[src/hdl/mrsi_pkg.sv]
// ----------------------------------------------------------------------------
// mrsi_pkg
// Shared types and constants for the strictly-increasing replacement solver.
// ----------------------------------------------------------------------------
`default_nettype none

package mrsi_pkg;

   localparam int FIRST_DEPTH_DEF = 64;
   localparam int POOL_DEPTH_DEF  = 64;
   localparam int VALUE_W         = 31;
   localparam int ROW_W           = 32;
   localparam int MIN_OPS_W       = 7;
   localparam int ACTION_W        = 2;

   typedef enum logic [ACTION_W-1:0] {
      ACT_LOAD_FIRST = 2'd0,
      ACT_LOAD_POOL  = 2'd1,
      ACT_START      = 2'd2,
      ACT_NONE       = 2'd3
   } action_type;

   // controller -> datapath strobes
   typedef struct packed {
      logic first_wr;
      logic first_rd;
      logic pool_ld;
      logic pool_rd;
      logic sort_wr;
      logic sort_sel_v;
      logic take_v;
      logic take_own;
      logic row_init;
      logic row_rd;
      logic row_wr;
      logic take_last;
      logic carry_clr;
      logic carry_take;
      logic bank_flip;
   } cmd_type;

   // datapath -> controller flags
   typedef struct packed {
      logic sort_gt;
      logic bs_le;
      logic row_valid;
      logic scan_hit;
   } stat_type;

endpackage

`default_nettype wire

[src/hdl/mrsi_ctrl.sv]
// ----------------------------------------------------------------------------
// mrsi_ctrl
// Controller: load counters, insertion sort, row sweep with binary search,
// final scan and the result register.
// ----------------------------------------------------------------------------
`default_nettype none

module mrsi_ctrl #(
   parameter int FIRST_DEPTH = mrsi_pkg::FIRST_DEPTH_DEF,
   parameter int POOL_DEPTH  = mrsi_pkg::POOL_DEPTH_DEF
) (
   input  wire logic                           clock,
   input  wire logic                           reset,
   input  wire logic                           req_tvalid,
   output      logic                           req_tready,
   input  wire logic [mrsi_pkg::ACTION_W-1:0]  req_action,
   output      logic                           rsp_tvalid,
   input  wire logic                           rsp_tready,
   output      logic [mrsi_pkg::MIN_OPS_W-1:0] rsp_min_ops,
   output      logic                           rsp_impossible,
   output      logic                           rsp_overflow,
   output      mrsi_pkg::cmd_type              cmd,
   input  wire mrsi_pkg::stat_type             stat,
   output      logic [((FIRST_DEPTH > 1) ? $clog2(FIRST_DEPTH) : 1)-1:0] first_addr,
   output      logic [((POOL_DEPTH > 1) ? $clog2(POOL_DEPTH) : 1)-1:0]   pool_waddr,
   output      logic [((POOL_DEPTH > 1) ? $clog2(POOL_DEPTH) : 1)-1:0]   pool_raddr,
   output      logic [$clog2(POOL_DEPTH+1)-1:0]                         row_addr
);

   localparam int FAW = (FIRST_DEPTH > 1) ? $clog2(FIRST_DEPTH) : 1;
   localparam int FCW = $clog2(FIRST_DEPTH + 1);
   localparam int PAW = (POOL_DEPTH > 1) ? $clog2(POOL_DEPTH) : 1;
   localparam int PCW = $clog2(POOL_DEPTH + 1);

   typedef enum logic [3:0] {
      S_IDLE, S_SORT_I, S_SORT_V, S_SORT_RD, S_SORT_CMP, S_ROW, S_OWN, S_JRD,
      S_JGOT, S_BS, S_BSCMP, S_BSVAL, S_JNEXT, S_SCAN, S_OUT
   } state_type;

   state_type      state_ff;
   logic [FCW-1:0] fcnt_ff;
   logic [PCW-1:0] pcnt_ff;
   logic           drop_ff;
   logic [PCW-1:0] si_ff;
   logic [PCW-1:0] k_ff;
   logic [FCW-1:0] i_ff;
   logic [PCW-1:0] j_ff;
   logic [PCW-1:0] lo_ff;
   logic [PCW-1:0] hi_ff;
   logic [PCW-1:0] mid_ff;
   logic           rsp_valid_ff;
   logic [mrsi_pkg::MIN_OPS_W-1:0] min_ops_ff;
   logic           imp_ff;
   logic           ovf_ff;

   logic           acc;
   logic [PCW:0]   mid_sum;
   logic [PCW-1:0] mid_c;
   logic [PCW-1:0] k_dec;

   assign req_tready     = (state_ff == S_IDLE);
   assign acc            = req_tvalid && req_tready;
   assign mid_sum        = {1'b0, lo_ff} + {1'b0, hi_ff};
   assign mid_c          = mid_sum[PCW:1];
   assign k_dec          = k_ff - PCW'(1);
   assign rsp_tvalid     = rsp_valid_ff;
   assign rsp_min_ops    = min_ops_ff;
   assign rsp_impossible = imp_ff;
   assign rsp_overflow   = ovf_ff;
   assign row_addr       = j_ff;
   assign first_addr     = (state_ff == S_IDLE) ? fcnt_ff[FAW-1:0] : i_ff[FAW-1:0];
   assign pool_waddr     = (state_ff == S_IDLE) ? pcnt_ff[PAW-1:0] : k_ff[PAW-1:0];

   always_comb begin
      case (state_ff)
         S_SORT_I:  pool_raddr = si_ff[PAW-1:0];
         S_SORT_RD: pool_raddr = k_dec[PAW-1:0];
         S_BS:      pool_raddr = (lo_ff < hi_ff) ? mid_c[PAW-1:0] : lo_ff[PAW-1:0];
         default:   pool_raddr = mid_c[PAW-1:0];
      endcase
   end

   always_comb begin
      cmd = '0;
      case (state_ff)
         S_IDLE: begin
            cmd.first_wr = acc && (req_action == mrsi_pkg::ACT_LOAD_FIRST)
                           && (fcnt_ff < FCW'(FIRST_DEPTH));
            cmd.pool_ld  = acc && (req_action == mrsi_pkg::ACT_LOAD_POOL)
                           && (pcnt_ff < PCW'(POOL_DEPTH));
            cmd.row_init = acc && (req_action == mrsi_pkg::ACT_START);
         end
         S_SORT_I:   cmd.pool_rd = (si_ff < pcnt_ff);
         S_SORT_V:   cmd.take_v = 1'b1;
         S_SORT_RD: begin
            cmd.sort_wr    = (k_ff == '0);
            cmd.sort_sel_v = 1'b1;
            cmd.pool_rd    = (k_ff != '0);
         end
         S_SORT_CMP: begin
            cmd.sort_wr    = 1'b1;
            cmd.sort_sel_v = !stat.sort_gt;
         end
         S_ROW: begin
            cmd.first_rd  = (i_ff < fcnt_ff);
            cmd.carry_clr = 1'b1;
         end
         S_OWN:  cmd.take_own = 1'b1;
         S_JRD:  cmd.row_rd = 1'b1;
         S_JGOT: begin
            cmd.take_last = 1'b1;
            cmd.row_wr    = 1'b1;
            cmd.carry_clr = 1'b1;
         end
         S_BS:    cmd.pool_rd = (lo_ff < hi_ff) || (lo_ff < pcnt_ff);
         S_BSVAL: cmd.carry_take = 1'b1;
         S_JNEXT: cmd.bank_flip = (j_ff == pcnt_ff);
         default: ;
      endcase
   end

   always_ff @(posedge clock) begin
      if (reset) begin
         state_ff     <= S_IDLE;
         fcnt_ff      <= '0;
         pcnt_ff      <= '0;
         drop_ff      <= 1'b0;
         rsp_valid_ff <= 1'b0;
         si_ff        <= '0;
         k_ff         <= '0;
         i_ff         <= '0;
         j_ff         <= '0;
         lo_ff        <= '0;
         hi_ff        <= '0;
         mid_ff       <= '0;
         min_ops_ff   <= '0;
         imp_ff       <= 1'b0;
         ovf_ff       <= 1'b0;
      end else begin
         case (state_ff)
            S_IDLE: begin
               if (acc) begin
                  case (req_action)
                     mrsi_pkg::ACT_LOAD_FIRST: begin
                        if (fcnt_ff < FCW'(FIRST_DEPTH)) begin
                           fcnt_ff <= fcnt_ff + FCW'(1);
                        end else begin
                           drop_ff <= 1'b1;
                        end
                     end
                     mrsi_pkg::ACT_LOAD_POOL: begin
                        if (pcnt_ff < PCW'(POOL_DEPTH)) begin
                           pcnt_ff <= pcnt_ff + PCW'(1);
                        end else begin
                           drop_ff <= 1'b1;
                        end
                     end
                     mrsi_pkg::ACT_START: begin
                        si_ff    <= PCW'(1);
                        state_ff <= S_SORT_I;
                     end
                     default: ;
                  endcase
               end
            end
            S_SORT_I: begin
               if (si_ff < pcnt_ff) begin
                  k_ff     <= si_ff;
                  state_ff <= S_SORT_V;
               end else begin
                  i_ff     <= '0;
                  state_ff <= S_ROW;
               end
            end
            S_SORT_V: state_ff <= S_SORT_RD;
            S_SORT_RD: begin
               if (k_ff == '0) begin
                  si_ff    <= si_ff + PCW'(1);
                  state_ff <= S_SORT_I;
               end else begin
                  state_ff <= S_SORT_CMP;
               end
            end
            S_SORT_CMP: begin
               if (stat.sort_gt) begin
                  k_ff     <= k_dec;
                  state_ff <= S_SORT_RD;
               end else begin
                  si_ff    <= si_ff + PCW'(1);
                  state_ff <= S_SORT_I;
               end
            end
            S_ROW: begin
               j_ff     <= '0;
               state_ff <= (i_ff < fcnt_ff) ? S_OWN : S_SCAN;
            end
            S_OWN: state_ff <= S_JRD;
            S_JRD: state_ff <= S_JGOT;
            S_JGOT: begin
               if (stat.row_valid && (j_ff < pcnt_ff)) begin
                  lo_ff    <= '0;
                  hi_ff    <= pcnt_ff;
                  state_ff <= S_BS;
               end else begin
                  state_ff <= S_JNEXT;
               end
            end
            S_BS: begin
               if (lo_ff < hi_ff) begin
                  mid_ff   <= mid_c;
                  state_ff <= S_BSCMP;
               end else if (lo_ff < pcnt_ff) begin
                  state_ff <= S_BSVAL;
               end else begin
                  state_ff <= S_JNEXT;
               end
            end
            S_BSCMP: begin
               if (stat.bs_le) begin
                  lo_ff <= mid_ff + PCW'(1);
               end else begin
                  hi_ff <= mid_ff;
               end
               state_ff <= S_BS;
            end
            S_BSVAL: state_ff <= S_JNEXT;
            S_JNEXT: begin
               if (j_ff == pcnt_ff) begin
                  i_ff     <= i_ff + FCW'(1);
                  state_ff <= S_ROW;
               end else begin
                  j_ff     <= j_ff + PCW'(1);
                  state_ff <= S_JRD;
               end
            end
            S_SCAN: begin
               if (stat.scan_hit) begin
                  min_ops_ff   <= mrsi_pkg::MIN_OPS_W'(j_ff);
                  imp_ff       <= 1'b0;
                  ovf_ff       <= drop_ff;
                  rsp_valid_ff <= 1'b1;
                  state_ff     <= S_OUT;
               end else if (j_ff == pcnt_ff) begin
                  min_ops_ff   <= '0;
                  imp_ff       <= 1'b1;
                  ovf_ff       <= drop_ff;
                  rsp_valid_ff <= 1'b1;
                  state_ff     <= S_OUT;
               end else begin
                  j_ff <= j_ff + PCW'(1);
               end
            end
            S_OUT: begin
               if (rsp_tready) begin
                  rsp_valid_ff <= 1'b0;
                  fcnt_ff      <= '0;
                  pcnt_ff      <= '0;
                  drop_ff      <= 1'b0;
                  state_ff     <= S_IDLE;
               end
            end
            default: state_ff <= S_IDLE;
         endcase
      end
   end

   a_imp_zero: assert property (@(posedge clock) disable iff (reset)
      (rsp_tvalid && rsp_impossible) |-> (rsp_min_ops == '0))
      else $error("impossible result with nonzero count");

   a_one_item: assert property (@(posedge clock) disable iff (reset)
      !(req_tready && rsp_tvalid))
      else $error("input taken while a result is pending");

   a_bs_order: assert property (@(posedge clock) disable iff (reset)
      (state_ff == S_BS) |-> ((lo_ff <= hi_ff) && (hi_ff <= pcnt_ff)))
      else $error("binary search bounds out of order");

   a_col_range: assert property (@(posedge clock) disable iff (reset)
      (state_ff == S_JGOT) |-> (j_ff <= pcnt_ff))
      else $error("row column beyond pool count");

   a_sort_k: assert property (@(posedge clock) disable iff (reset)
      (state_ff == S_SORT_CMP) |-> ((k_ff != '0) && (k_ff <= si_ff)))
      else $error("insertion index out of range");

endmodule

`default_nettype wire

[config.mk]
export PLATFORM = sky130hd
export DESIGN_NAME = mrsi_ctrl
export DESIGN_NICKNAME = d
export VERILOG_FILES = /design/src/hdl/mrsi_pkg.sv /design/src/hdl/mrsi_ctrl.sv
export SDC_FILE = /design/constraint.sdc
export NUM_CORES = 1
export LEC_CHECK = 0
export CAP_MARGIN = 20
export CORE_ASPECT_RATIO = 2
export CORE_MARGIN = 2
export CORE_UTILIZATION = 40
export CTS_BUF_LIST = sky130_fd_sc_hd__clkbuf_4 sky130_fd_sc_hd__clkbuf_8
export CTS_CLUSTER_SIZE = 24
export DETAILED_ROUTE_END_ITERATION = 12
export DONT_BUFFER_PORTS = 1
export SYNTH_ARGS = -nofsm -noshare
export SYNTH_HDL_FRONTEND = slang
export SYNTH_SLANG_ARGS = --single-unit
[constraint.sdc]
create_clock -name clock -period 5.4 [get_ports clock]
set_clock_uncertainty 0.1 [all_clocks]
set_input_delay 1.35 -clock clock [delete_from_list [all_inputs] [get_ports clock]]
set_output_delay 1.35 -clock clock [all_outputs]
set_load 0.005 [all_outputs]
After elaboration in Yosys (flattened, before gate mapping)
Index checks and enable logic that the tools add are counted.

Bits in registers: 78. Input bits: 10. Output and inout port bits: 51. Word-level logic and storage cells: 177.

$add $sub $neg: 8. Magnitude comparators: 7. Eq/ne operators: 38. Mux-type cells: 74. Reduce and logical (&&, ||, !) cells: 35.

Operators with widths (count): $mux 7 (23); $pmux 7 s2 (6); $pmux 4 s15 (1); $add 7x1->7 const B (6); $pmux 7 s3 (2); $lt 7x7->1 (5); $eq 4x4->1 const B (7); $mux 4 (6); $ne 2x2->1 const B (11); $mux 1 (19); $mux 6 (3); $pmux 6 s3 (1); $eq 4x3->1 const B (4); $mux 3 (5); $reduce_and 3->1 (5); $reduce_and 5->1 (3); $lt 7x7->1 const B (2); $ne 2x1->1 const B (6); $reduce_bool 2->1 (6); $ne 3x3->1 const B (3); $add 7x7->8 (1); $eq 4x2->1 const B (2); $eq 7x7->1 (1); $logic_and 1x1->1 (7); 20 further kinds (27).

Longest topological paths before layout
Word-level depth: 5. Depth in mapped cells: 10. Depth with buffers taken out: 8.

Least setup slack after synthesis
Ideal clock, no wire load.

Path kind: input to output. Start point: input port req_tvalid. End point: output port cmd[14] (netlist bit). Arrival time: 1818 ps. Data required time: 3950 ps. Setup slack: 2132 ps. Stages on the path: 3. Path buffers: 0. Cell sequence: nor2b_1 -> nand2_1 -> nor3_1.

RTL lines: from (decl) (RTL line mrsi_ctrl.sv:14) `input wire logic req_tvalid,`; to (decl) (RTL line mrsi_ctrl.sv:22) `output mrsi_pkg::cmd_type cmd,`.

Worst setup path in the final report
Start point: register state_ff[3]. End point: output port pool_raddr[5] (netlist bit).

Word-level cells in the longest chain between the ends: 2. Elaborated cells between the ends (all ways): 4. Those cells by class: eq/ne (3); mux (1).

RTL lines: from (decl) (RTL line mrsi_ctrl.sv:40) `state_type state_ff;`; from (signal assigned) (RTL line mrsi_ctrl.sv:195) `state_ff <= (i_ff < fcnt_ff) ? S_OWN : S_SCAN;`; $eq 4x4->1, or another cell as far along (RTL line mrsi_ctrl.sv:75) `case (state_ff)`; $pmux 6 s3 * (RTL line mrsi_ctrl.sv:75); to (decl) (RTL line mrsi_ctrl.sv:26) `output logic [((POOL_DEPTH > 1) ? $clog2(POOL_DEPTH) : 1)-1:0] pool_raddr,`.

Every way passes the cells marked *; elsewhere a longest branch is shown, timed or not.

==> results.tsv <==
metric	value	unit
vias in the first global route	4636	
post-synth top area cell	dfxtp_1	
number of flops mapped to enable cells by yosys	0	
CP Max Fanout	23	
Hold Startpoint	k_ff[1]	
placed cell count	765	
largest net degree at the start of global routing	52	
gr usage total	0.225	
final count of negative-setup-slack endpoints	0	
Worst-path clk slew	0.09	ns
Yosys reg bits	78	
Worst setup EP type	output port	
power consumption	1680	µW
worst path buffer plus inverter count	0	
post-route insts no fill	781	
Pins Over Slew Limit	0	
Distinct cells, synth	69	
H-tree levels	3	
worst endpoint required time	3.95	ns
total grt overflow	0	
Num CTS Buffers	9	
Synth Net Count	695	
cts hold-fix bufs	0	
area grow syn2layout	5.79	%
Root Buffer	clkbuf_8	
remaining antenna violation count	0	
Mean Syn Cell Area	8.08	µm²
# resized after CTS	0	
HP Class	flop to flop	
layout cells sized above 1	0.0777	
YS warnings	0	
slowest stage delay, CP	0.86	ns
Startpoint Class	flop	
via count	4757	
design area	5470	µm²
first-iteration detailed-routing DRC count	293	
post-route setup TNS	0	ns
Arr. time, crit path	2.80	ns
nets	682	
fmax	235	MHz
first-pass GRT wire length	24.5	mm
outcome	finished, final reports clean	
Die Y-Extent	165	µm
n_diodes	0	
Initial Util	0.409	
Pre-Repair DR Iteration Count	5	
Placer Congestion	0.943	
Die Wd	84.4	µm
Final Util	0.433	
leading post-synthesis cells by cell area	dfxtp_1, ha_1, nor2_1, a21oi_1, o21ai_0	
VDD IR max	0.159	mV
final hold vios	0	
routed wire length per instance	20.0	µm
RSZ-0062 raised after global routing	no	
Port Buffers	0	
DP HPWL	12.0	mm
Tmin final	4.25	ns
io pins	61	
slew margin rel.	0.322	
Max clock buf depth	2	
core area	12600	µm²
max_cap viols	0	
Crit Path Class	flop to output port	
postcts setup bufs	0	
share of synthesized registers carrying an async set or reset	0	
slowest CP cell	dfxtp_1	
sequential fraction of the synthesis area	0.302	
CP top delay family	simple AND/OR/NAND/NOR gates	
Top FF cell, synth	dfxtp_1	
number of remaining DRC errors	0	
antenna violations before repair	0	
clk sinks	78	
vias per inst	6.09	
final wirelength	15.6	mm
mapped cell area	5170	µm²
Tcrit/Tclk final	0.787	
Post-DP Area	5260	µm²
Pwr per Cell Area	307	nW/µm²
Least-Margin Pin Slew	1.01	ns
worst-skew pair later-pin latency	0.36	ns
FP Rows	58	
critical-path cell list	nand2_1 -> nor3_2 -> and2_1 -> nor2_1 -> o21ai_0	
Worst setup startpoint	state_ff[3]	
CTS tree	built	
Leak	0.00204	µW
Reg-to-Reg Start	pcnt_ff[4]	
share of Yosys cell area claimed by the top area cell type	0.302	
Cells after Synth	639	
Die Area	13900	µm²
cells in the mapped netlist, drive strengths merged (5+ instances only):
library cell	n
a211oi	9
a21o	8
a21oi	40
a22oi	10
a31oi	16
and2	5
and3	7
buf	13
clkbuf	13
dfxtp	78
ha	45
inv	33
mux2	9
mux2i	6
nand2	45
nand2b	10
nand3	21
nand4	8
nor2	97
nor2b	12
nor3	8
o21ai	41
o221a	6
o31ai	5
or3	5
xnor2	18
xor2	16
registers in the layout, summed over array words and instances (netlist names), 7 cells and up:
name,cells
k_ff,7
i_ff,7
fcnt_ff,7
mid_ff,7
lo_ff,7
hi_ff,7
rsp_min_ops,7
pcnt_ff,7
row_addr,7
si_ff,7
layout make-up:
cell class | instances | area [µm²]
Timing Repair Buffer | 2 | 15.0
Clock inverter | 6 | 70.1
Fill cell | 1333 | 7160
Sequential cell | 78 | 1560
Tap cell | 150 | 188
Clock buffer | 10 | 138
Inverter | 33 | 124
Multi-Input combinational cell | 502 | 3370
cells in the final DEF, fill, tap and decap left out, types with 4 or more instances in the layout:
| master | instances |
|---|---|
| nor2b_1 | 12 |
| and3_1 | 7 |
| a31oi_1 | 16 |
| xor2_1 | 16 |
| a222oi_1 | 4 |
| a211oi_1 | 8 |
| nand2_1 | 45 |
| nor3b_1 | 4 |
| o221a_2 | 6 |
| inv_1 | 33 |
| nand2b_1 | 10 |
| a21o_1 | 7 |
| and2_1 | 5 |
| nand3_1 | 21 |
| o31ai_1 | 5 |
| o211ai_1 | 4 |
| mux2i_1 | 6 |
| nor3_1 | 6 |
| o21ai_0 | 38 |
| ha_1 | 45 |
| nor2_1 | 96 |
| or3_1 | 5 |
| dfxtp_1 | 78 |
| nand4_1 | 8 |
| clkbuf_8 | 10 |
| mux2_2 | 8 |
| a22oi_1 | 10 |
| xnor2_1 | 18 |
| a21oi_1 | 40 |
report_power, final:
group          switching, µW  total [µW]  internal [µW]
logic                    345         528            182
registers               81.5         682            601
clock network            240         469            230
routing by layer:
metal | GRT usage | wire, µm
met5 | 0 | 0
met4 | 0.114 | 659
met3 | 0.0430 | 923
met2 | 0.424 | 8410
met1 | 0.234 | 5620
worst paths after layout:
path                        end  cells after the start  slack, ns
setup / recovery  pool_raddr[5]                      5       1.15
hold reg to reg         k_ff[1]                      2       0.37
hold / removal          k_ff[1]                      2       0.37
setup reg to reg       hi_ff[5]                      8       1.99
worst register-to-register path, delay by kind of cell, from the launching register on:
kind | cells | cell delay (ns)
simple gates | 4 | 2.02
flops | 1 | 0.42
compound gates | 2 | 0.33
fa+ha+maj | 1 | 0.32
buf+inv | 1 | 0.16
through the flow:
stage	setup WS [ns]	hold WS (ns)
after floorplan	2.13	0.340
after global placement	1.76	0.351
after detailed placement	1.59	0.359
after CTS	1.17	0.371
after global routing	0.885	0.412
final	1.15	0.372
kinds of logic after synthesis:
| group | after synthesis | share of synthesized area |
|---|---|---|
| flops | 78 | 0.302 |
| compound gates | 163 | 0.208 |
| buf+inv | 59 | 0.0472 |
| simple gates | 244 | 0.240 |
| fa+ha+maj | 46 | 0.113 |
| mux | 15 | 0.0312 |
| xor+xnor | 34 | 0.0576 |
Note: power is estimated with default switching activity, not from simulation.
